===== src/design/am824pf_pkg.sv =====
package am824pf_pkg;

  // header field constants
  localparam logic [7:0]  FMT_AMDTP  = 8'h10;
  localparam logic [7:0]  FDF_NODATA = 8'hFF;
  localparam logic [15:0] SYT_NONE   = 16'hFFFF;

  // am824 event patterns
  localparam logic [31:0] EV_AUDIO_ZERO = 32'h4000_0000;
  localparam logic [31:0] EV_AUDIO_MAX  = 32'h407F_FFFF;
  localparam logic [31:0] EV_AUDIO_MIN  = 32'h4080_0001;
  localparam logic [31:0] EV_MIDI       = 32'h8000_0000;
  localparam logic [23:0] AUDIO_SCALE   = 24'h7F_FFFF;

  // full scale in q2.29
  localparam logic signed [31:0] Q_ONE     = 32'sh2000_0000;
  localparam logic signed [31:0] Q_NEG_ONE = -32'sh2000_0000;

  // input item kinds
  typedef enum logic [1:0] {
    KIND_DATA_HDR  = 2'd0,
    KIND_EMPTY_HDR = 2'd1,
    KIND_SAMPLE    = 2'd2
  } kind_e;

  // one output quadlet with its end-of-packet flag
  typedef struct packed {
    logic [31:0] quadlet;
    logic        last;
  } quad_entry_t;

  // up to two quadlets written into the output queue in one cycle
  typedef struct packed {
    logic [1:0]  cnt;
    quad_entry_t e0;
    quad_entry_t e1;
  } quad_push_t;

endpackage


===== src/design/am824_packet_framer_unit.sv =====
// flow: a request is taken into an input register, and its quadlets enter the output
// queue from there once the queue has room for two quadlets
// throughput: one sample request per cycle while the output queue has room; a header
// request gives two quadlets and the single output port moves one quadlet per cycle
// reset: configuration registers return to their defaults, block counter and event
// count clear, and the output queue empties
module am824_packet_framer_unit
  import am824pf_pkg::*;
(
  input  logic        clk_i,
  input  logic        rst_ni,
  // configuration port
  input  logic        psel,
  input  logic        penable,
  input  logic        pwrite,
  input  logic [4:0]  paddr,
  input  logic [31:0] pwdata,
  output logic [31:0] prdata,
  output logic        pready,
  // request channel
  input  logic        in_valid_i,
  output logic        in_ready_o,
  input  logic [1:0]  kind_i,
  input  logic [15:0] syt_i,
  input  logic [31:0] sample_i,
  input  logic        is_midi_i,
  input  logic        silent_i,
  // quadlet channel
  output logic        out_valid_o,
  input  logic        out_ready_i,
  output logic [31:0] quadlet_o,
  output logic        last_of_packet_o
);

  localparam logic [2:0] REG_NODE_ID   = 3'd0;
  localparam logic [2:0] REG_CHAN_CNT  = 3'd1;
  localparam logic [2:0] REG_RATE_CODE = 3'd2;
  localparam logic [2:0] REG_CLIP_EN   = 3'd3;
  localparam logic [2:0] REG_NODATA    = 3'd4;

  // configuration registers
  logic [5:0]  node_id_q;
  logic [7:0]  channel_count_q;
  logic [2:0]  rate_code_q;
  logic        clip_enable_q;
  logic        nodata_payload_q;
  logic        cfg_wr;
  logic [2:0]  cfg_idx;

  // input register
  logic        s1_valid_q;
  logic [1:0]  s1_kind_q;
  logic [15:0] s1_syt_q;
  logic [31:0] s1_sample_q;
  logic        s1_midi_q;
  logic        s1_silent_q;
  logic        s1_fire;
  logic        in_fire;

  // packet state
  logic [7:0]  block_counter_q, block_counter_d;
  logic [12:0] events_left_q, events_left_d;
  logic        payload_empty_q, payload_empty_d;

  logic [5:0]  bpp;
  logic [7:0]  fdf;
  logic        payload;
  logic [31:0] q0, q1, ev;
  logic [12:0] hdr_events;
  logic [12:0] ev_left_dec;
  quad_push_t  push;
  quad_entry_t head;
  logic        room;

  assign pready  = 1'b1;
  assign cfg_wr  = psel && penable && pwrite && pready;
  assign cfg_idx = paddr[4:2];

  // register writes
  always_ff @(posedge clk_i or negedge rst_ni) begin
    if (!rst_ni) begin
      node_id_q        <= '0;
      channel_count_q  <= 8'd1;
      rate_code_q      <= 3'd2;
      clip_enable_q    <= 1'b0;
      nodata_payload_q <= 1'b0;
    end else if (cfg_wr) begin
      unique case (cfg_idx)
        REG_NODE_ID:   node_id_q        <= pwdata[5:0];
        REG_CHAN_CNT:  channel_count_q  <= pwdata[7:0];
        REG_RATE_CODE: rate_code_q      <= pwdata[2:0];
        REG_CLIP_EN:   clip_enable_q    <= pwdata[0];
        REG_NODATA:    nodata_payload_q <= pwdata[0];
        default: ;
      endcase
    end
  end

  // register reads
  always_comb begin
    unique case (cfg_idx)
      REG_NODE_ID:   prdata = {26'd0, node_id_q};
      REG_CHAN_CNT:  prdata = {24'd0, channel_count_q};
      REG_RATE_CODE: prdata = {29'd0, rate_code_q};
      REG_CLIP_EN:   prdata = {31'd0, clip_enable_q};
      REG_NODATA:    prdata = {31'd0, nodata_payload_q};
      default:       prdata = '0;
    endcase
  end

  // input register handshake
  assign s1_fire    = s1_valid_q && room;
  assign in_ready_o = !s1_valid_q || s1_fire;
  assign in_fire    = in_valid_i && in_ready_o;

  always_ff @(posedge clk_i or negedge rst_ni) begin
    if (!rst_ni) begin
      s1_valid_q <= 1'b0;
    end else if (in_ready_o) begin
      s1_valid_q <= in_valid_i;
    end
  end

  always_ff @(posedge clk_i) begin
    if (in_fire) begin
      s1_kind_q   <= kind_i;
      s1_syt_q    <= syt_i;
      s1_sample_q <= sample_i;
      s1_midi_q   <= is_midi_i;
      s1_silent_q <= silent_i;
    end
  end

  // blocks per packet from the rate code
  always_comb begin
    case (rate_code_q) inside
      3'd0, 3'd1, 3'd2: bpp = 6'd8;
      3'd3, 3'd4:       bpp = 6'd16;
      3'd5, 3'd6:       bpp = 6'd32;
      default:          bpp = 6'd0;
    endcase
  end

  am824pf_event_enc u_enc (
    .sample_i  (s1_sample_q),
    .is_midi_i (s1_midi_q),
    .zero_i    (payload_empty_q || s1_silent_q),
    .clip_en_i (clip_enable_q),
    .event_o   (ev)
  );

  // header quadlets, packet state and queue request
  always_comb begin
    payload     = (s1_kind_q == KIND_DATA_HDR) || nodata_payload_q;
    fdf         = (s1_kind_q == KIND_DATA_HDR) ?
                  ((rate_code_q == 3'd7) ? 8'd0 : {5'd0, rate_code_q}) : FDF_NODATA;
    hdr_events  = {7'd0, bpp} * {5'd0, channel_count_q};
    ev_left_dec = events_left_q - 13'd1;
    q0 = {2'b00, node_id_q, channel_count_q, 8'd0, block_counter_q};
    q1 = {8'h80 | FMT_AMDTP, fdf,
          (s1_kind_q == KIND_DATA_HDR) ? s1_syt_q : SYT_NONE};

    block_counter_d = block_counter_q;
    events_left_d   = events_left_q;
    payload_empty_d = payload_empty_q;
    push            = '0;

    if (s1_fire) begin
      case (s1_kind_q)
        KIND_DATA_HDR, KIND_EMPTY_HDR: begin
          events_left_d   = payload ? hdr_events : 13'd0;
          if (payload) begin
            block_counter_d = block_counter_q + {2'b00, bpp};
          end
          payload_empty_d = (s1_kind_q == KIND_EMPTY_HDR) && payload;
          push.cnt        = 2'd2;
          push.e0         = '{quadlet: q0, last: 1'b0};
          push.e1         = '{quadlet: q1, last: (events_left_d == 13'd0)};
        end
        KIND_SAMPLE: begin
          if (events_left_q != 13'd0) begin
            events_left_d = ev_left_dec;
            push.cnt      = 2'd1;
            push.e0       = '{quadlet: ev, last: (ev_left_dec == 13'd0)};
          end
        end
        default: ;
      endcase
    end
  end

  always_ff @(posedge clk_i or negedge rst_ni) begin
    if (!rst_ni) begin
      block_counter_q <= '0;
      events_left_q   <= '0;
      payload_empty_q <= 1'b0;
    end else begin
      block_counter_q <= block_counter_d;
      events_left_q   <= events_left_d;
      payload_empty_q <= payload_empty_d;
    end
  end

  // output queue
  am824pf_out_fifo u_fifo (
    .clk_i       (clk_i),
    .rst_ni      (rst_ni),
    .push_i      (push),
    .room_o      (room),
    .out_valid_o (out_valid_o),
    .out_ready_i (out_ready_i),
    .out_o       (head)
  );

  assign quadlet_o        = head.quadlet;
  assign last_of_packet_o = head.last;

endmodule


===== src/design/am824pf_event_enc.sv =====
module am824pf_event_enc
  import am824pf_pkg::*;
(
  input  logic [31:0] sample_i,
  input  logic        is_midi_i,
  input  logic        zero_i,
  input  logic        clip_en_i,
  output logic [31:0] event_o
);

  logic signed [31:0] s;
  logic signed [55:0] prod;
  logic signed [55:0] adj;
  logic [23:0]        q24;

  // scale by 2^23-1, then divide by 2^29 rounding toward zero
  always_comb begin
    s    = $signed(sample_i);
    prod = s * $signed({1'b0, AUDIO_SCALE});
    adj  = prod + (prod[55] ? 56'sh0000_0000_1FFF_FFFF : 56'sh0);
    q24  = adj[52:29];
  end

  // pick the event pattern
  always_comb begin
    if (is_midi_i) begin
      event_o = EV_MIDI;
    end else if (zero_i) begin
      event_o = EV_AUDIO_ZERO;
    end else if (clip_en_i && (s > Q_ONE)) begin
      event_o = EV_AUDIO_MAX;
    end else if (clip_en_i && (s < Q_NEG_ONE)) begin
      event_o = EV_AUDIO_MIN;
    end else begin
      event_o = EV_AUDIO_ZERO | {8'h00, q24};
    end
  end

endmodule


===== src/design/am824pf_out_fifo.sv =====
module am824pf_out_fifo
  import am824pf_pkg::*;
(
  input  logic        clk_i,
  input  logic        rst_ni,
  input  quad_push_t  push_i,
  output logic        room_o,
  output logic        out_valid_o,
  input  logic        out_ready_i,
  output quad_entry_t out_o
);

  quad_entry_t mem_q [4];
  logic [1:0]  wr_ptr_q, wr_ptr_d;
  logic [1:0]  rd_ptr_q, rd_ptr_d;
  logic [2:0]  count_q, count_d;
  logic        pop;

  assign out_valid_o = (count_q != 3'd0);
  assign out_o       = mem_q[rd_ptr_q];
  assign pop         = out_valid_o && out_ready_i;
  // room for a full two-quadlet request
  assign room_o      = (count_q <= 3'd2);

  // pointer and fill bookkeeping
  always_comb begin
    wr_ptr_d = wr_ptr_q + push_i.cnt;
    rd_ptr_d = rd_ptr_q + {1'b0, pop};
    count_d  = count_q + {1'b0, push_i.cnt} - {2'b00, pop};
  end

  always_ff @(posedge clk_i or negedge rst_ni) begin
    if (!rst_ni) begin
      wr_ptr_q <= '0;
      rd_ptr_q <= '0;
      count_q  <= '0;
    end else begin
      wr_ptr_q <= wr_ptr_d;
      rd_ptr_q <= rd_ptr_d;
      count_q  <= count_d;
    end
  end

  // storage, first entry then second
  always_ff @(posedge clk_i) begin
    if (push_i.cnt != 2'd0) begin
      mem_q[wr_ptr_q] <= push_i.e0;
    end
    if (push_i.cnt == 2'd2) begin
      mem_q[wr_ptr_q + 2'd1] <= push_i.e1;
    end
  end

endmodule

===== config.mk =====
export PLATFORM = sky130hd
export DESIGN_NAME = am824_packet_framer_unit
export DESIGN_NICKNAME = d
export VERILOG_FILES = /design/src/design/am824pf_pkg.sv /design/src/design/am824_packet_framer_unit.sv /design/src/design/am824pf_event_enc.sv /design/src/design/am824pf_out_fifo.sv
export SDC_FILE = /design/constraint.sdc
export NUM_CORES = 1
export LEC_CHECK = 0
export BUFFER_PORTS_ARGS = -buffer_cell sky130_fd_sc_hd__buf_2
export CAP_MARGIN = 0
export CORE_MARGIN = 8
export CORE_UTILIZATION = 60
export DETAILED_ROUTE_END_ITERATION = 16
export PLACE_DENSITY_LB_ADDON = 0.05
export SYNTH_ARGS = -nofsm -noshare
export SYNTH_HDL_FRONTEND = slang
export SYNTH_SLANG_ARGS = --single-unit

===== constraint.sdc =====
create_clock -name clk_i -period 23.3 [get_ports clk_i]
set_input_delay 3.495 -clock clk_i [delete_from_list [all_inputs] [get_ports clk_i]]
set_output_delay 3.495 -clock clk_i [all_outputs]
set_load 0.01 [all_outputs]

* Word-level counts from Yosys, hierarchy flattened *
Memory sizes are Yosys's and may differ from the RTL's.
Index checks and enable logic that the tools add are counted.

storage, ports and cells
  bits of input ports = 96
  bits in writable memories = 132
  memories = 1
  register bits after elaboration = 101
  output and inout port bits = 68
  word-level logic and storage cells = 102

memory list
  memory        depth  bits a word  read ports  clocked after memory_dff  write ports  RTL line                source
  u_fifo.mem_q  4      33           1           0                         2            am824pf_out_fifo.sv:13  quad_entry_t mem_q [4];

cells by class
  muxes and demuxes = 23
  multiply operators = 2
  equal/unequal tests = 15
  magnitude comparators = 3
  reduce and logical (&&, ||, !) cells = 33
  add/subtract/negate cells = 8

operators by type and width
  cell                                                              number
  2-to-1 mux 32 bit                                                 3
  one-hot mux 35 bit (2 select lines)                               1
  2-to-1 mux 68 bit                                                 1
  multiplier 32 x 24 -> 56 bit (second input constant)              1
  adder 53 bit                                                      1
  one-hot mux 8 bit (5 select lines)                                1
  2-to-1 mux 34 bit                                                 1
  2-to-1 mux 33 bit                                                 1
  greater-than comparator 32 x 31 -> 1 bit (second input constant)  1
  less-than comparator 32 x 30 -> 1 bit (second input constant)     1
  2-to-1 mux 29 bit                                                 1
  logical NOT 13 bit                                                2
  2-to-1 mux 13 bit                                                 2
  one-hot mux 13 bit (2 select lines)                               1
  2-to-1 mux 24 bit                                                 1
  2-to-1 mux 6 bit                                                  3
  2-to-1 mux 16 bit                                                 1
  equality test 3 bit (second input constant)                       5
  multiplier 6 x 8 -> 13 bit                                        1
  nonzero test 13 bit                                               1
  subtractor 13 x 1 -> 13 bit (second input constant)               1
  equality test 3 x 2 -> 1 bit (second input constant)              4
  AND reduction 2 bit                                               6
  adder 8 x 6 -> 8 bit                                              1
  other kinds (23)                                                  42

* Longest topological paths before layout *
  word-level depth = 13
  mapped depth = 45
  gate-level depth less buffers = 40

* By module *
From an unflattened synthesis, not the netlist that was laid out.

unflattened totals
  cell total of the unflattened synthesis = 3118
  area total of the unflattened synthesis = 31974.4 µm²

by module, submodules not included
  module                    cells each  area an instance (µm²)  times used  sequential area each (µm²)
  am824pf_event_enc         2233        19781.5                 1           0.0
  am824pf_out_fifo          359         6829.0                  1           4139.0
  am824_packet_framer_unit  526         5363.9                  1           2539.9

* Least setup slack after synthesis *
OpenSTA, ideal clock, no wires.

  path type = reg-to-reg
  start point = reg s1_sample_q[31]
  end point = mem u_fifo.mem_q[2][16] in the netlist's numbering (data pin)
  cell stages (with the launch flop) = 41
  slack = 10.805 ns
  path buffers = 4
  library setup time = 0.277 ns
  required time = 23.023 ns
  arrival = 12.217 ns
  period minus slack after synthesis = 12.495 ns
  cells stage by stage = edfxtp_1 > buf_2 > clkinv_1 > ha_1 > xor2_1 > inv_1 > fa_1 > inv_1 > fa_1 > fa_1 > fa_1 > fa_1 > inv_1 > fa_1 > inv_1 > ha_1 > a211oi_1 > nor2_1 > [... 5 more ...] > inv_2 > buf_2 > clkbuf_1 > ha_1 > a21o_1 > a21oi_1 > a21o_1 > and2_1 > nand4b_1 > nor2_1 > mux2_2 > a2111oi_4 > nor4b_4 > o21ai_2 > buf_6 > and4bb_2 > xnor2_1 > o221ai_1

RTL lines
  what                      RTL line                         source
  start: declaration        am824_packet_framer_unit.sv:54   logic [31:0] s1_sample_q;
  start signal: assignment  am824_packet_framer_unit.sv:128  s1_sample_q <= sample_i;
  end: declaration          am824pf_out_fifo.sv:13

==> results.cfg <==
[finish]
n_antenna_cell = 0
postLayoutCoreUtil_pct = 64.5
seqCellArea_mm2 = 0.00644
area_delta_synth_final_pct = 6.54
fillCellCount = 4287
multi_input_area_mm2 = 0.0220
drive_above_1_share_pct = 9.70
nets = 3981

[grt]
grt_busiest_layer = met2
use_met3_pct = 5.09
grt_start_max_net_pins = 128
gr-usage-met1_pct = 41.8
antenna_found_initial = 1
grt_usage_pct = 29.5
overflow = 0
use_met2_pct = 47.5
grt_pass1_wl_um = 138000
grt_pass1_vias = 24100

[place]
gp_congestion = 0.963
io_buffers = 112
hpwl_um = 71500

[sta]
rsz0062_at_grt = false
hold_viol_final = 0
final-setup-viol-count = 0
tns_ps = 0
worstMarginPinSlew_ps = 1180
period_share_pct = 55.8
fmaxAchievable_ghz = 0.0769
slew_headroom_pct = 20.8
finalCriticalPeriod_ps = 13010
drv_slew = 0
clock_skew_ps = 32.8

[synthesis]
synth_edf_count = 160
synth-seq-cells = 230
yosysTopAreaCell = fa_1
synth_compound_area_share_pct = 12.8
synth_cell_types = 110
yosysMostFrequentCell = inv_1
synth_fa_ha_area_share_pct = 38.9
synthCells = 3103
async_reset_ff_share_pct = 20.0
synth_xor_area_share_pct = 4.48
synth_simple_gate_area_share_pct = 10.4
mappedNetlistArea_mm2 = 0.0311
synth_top_family_by_area = adder cells
synth_ff_type = edfxtp_1
synth.top_cell.area_share_pct = 26.4
synthTopCellsByCount = inv_1 (575), fa_1 (409), ha_1 (312)
ys_warn_count = 0
synthTopCellsByArea = fa_1 (26%), edfxtp_1 (15%), ha_1 (13%)
muxShareOfSynthArea_pct = 3.84
synth.avg_cell_area_um2 = 10.0
ys_seq_area_share_pct = 20.7

[clocking]
cts-root-buf = clkbuf_16
cts_tree = yes
clockBufferDepth = 3
htree_levels = 1
post_cts_buffers = 0
cts_resized = 0
clk_pin_slew_ps = 60
cts-hold-fix-buffers = 0
numCtsBuffers = 27
cts_sinks = 230
clk_latency_ps = 600

[routing]
drt_iter0_drc = 2106
ant_nets = 0
drtPass1Iterations = 6
wirelength_um = 87400
vias = 23200
drcViolationCount = 0
routedWlPerCell_um = 22.6
viasPerCell = 6.01

[critical_path]
critical_path.max_stage_delay_ps = 800
critPathArrivalTime_ps = 13290
crit_fanout = 127
end_kind = register
cp_common_cell = fa_1
crit_type = reg -> reg
cp-start-kind = register
critPathSlowestCell = clkinv_1
cp.required_ps = 23580

[worst_hold_path]
min-delay-path-class = reg -> reg

[floorplanning]
core_area_mm2 = 0.0513
die_area_mm2 = 0.0593
io_pins = 164
dieWidth_um = 244
fp-row-count = 83
die_h_um = 244
initial_utilization_pct = 60.6

[run_status]
status = finished, final reports clean

[run]
max_cap_violations = 0
[per-layer routing]
| layer | wire [um] | share of wire (%) |
|---|---|---|
| met1 | 37900 | 43 |
| met2 | 40600 | 46 |
| met3 | 7160 | 8.2 |
| met4 | 1840 | 2.1 |
| met5 | 0 | 0 |
[registers in the layout (all words and copies together) (netlist names)]
signal	count
node_id_q	6
events_left_q	13
u_fifo.rd_ptr_q	2
channel_count_q	8
s1_midi_q	1
s1_sample_q	32
u_fifo.count_q	3
clip_enable_q	1
payload_empty_q	1
rate_code_q	3
s1_kind_q	2
s1_valid_q	1
s1_syt_q	16
u_fifo.mem_q	132
s1_silent_q	1
u_fifo.wr_ptr_q	2
nodata_payload_q	1
block_counter_q	5
[stage by stage]
step	hold slack, ps	area, um^2	setup slack, ps	instances
after floorplan	437	31200	10810	3126
after global placement	452	32100	10700	3815
after detailed placement	459	32100	10500	3815
after CTS	474	33100	10430	3865
after global routing	492	33100	9660	3865
final	470	33100	10290	3865
[cells by family after synthesis]
logic type	Yosys count
buf+inv	694
other cells	2
flops	230
simple gates	662
fa+ha+maj	721
mux	73
compound gates	565
xor+xnor	156
[worst paths after layout]
check	startpoint	endpoint	slack [ps]	cells after the start
worst min register to register	u_fifo.rd_ptr_q[1]	u_fifo.rd_ptr_q[1]	470	1
worst max register to register	s1_sample_q[31]	u_fifo.mem_q[0][9]	10290	36
worst min-delay path	u_fifo.rd_ptr_q[1]	u_fifo.rd_ptr_q[1]	470	1
worst max-delay path	s1_sample_q[31]	u_fifo.mem_q[0][9]	10290	36
max in group asynchronous	rst_ni	u_fifo.rd_ptr_q[0]	19500	1
min in group asynchronous	rst_ni	u_fifo.wr_ptr_q[1]	3090	1
[critical path: cells and delay by family (launching register included)]
kind	cells	cell delay, ps
mux	1	320
fa+ha+maj	9	4590
xor+xnor	3	1250
compound gates	8	2710
simple gates	8	1110
buf+inv	7	2220
flops	1	380
[cell usage in the layout (no fill, tap or decap), types with 43 or more instances in the layout]
cell        n
a21o_1     55
a21oi_1   114
buf_2     112
dfrtp_1    43
edfxtp_1  160
fa_1      409
ha_1      312
inv_1     575
nand2_1   188
nor2_1    196
o21ai_0   107
o221ai_1   57
xnor2_1    67
xor2_1     87
[cell type report]
type / instances / area share [%]
flip-flops and latches: 230 / 19.5
well taps: 680 / 2.57
multi-input cells: 2202 / 66.4
repair buffers: 126 / 2.05
clock buffers: 28 / 2.12
clock inverters: 22 / 0.835
inverters: 577 / 6.54
Power is left out: the tool's default activity adds up to more than one toggle a clock period on the data nets, which glitch-free logic cannot reach.
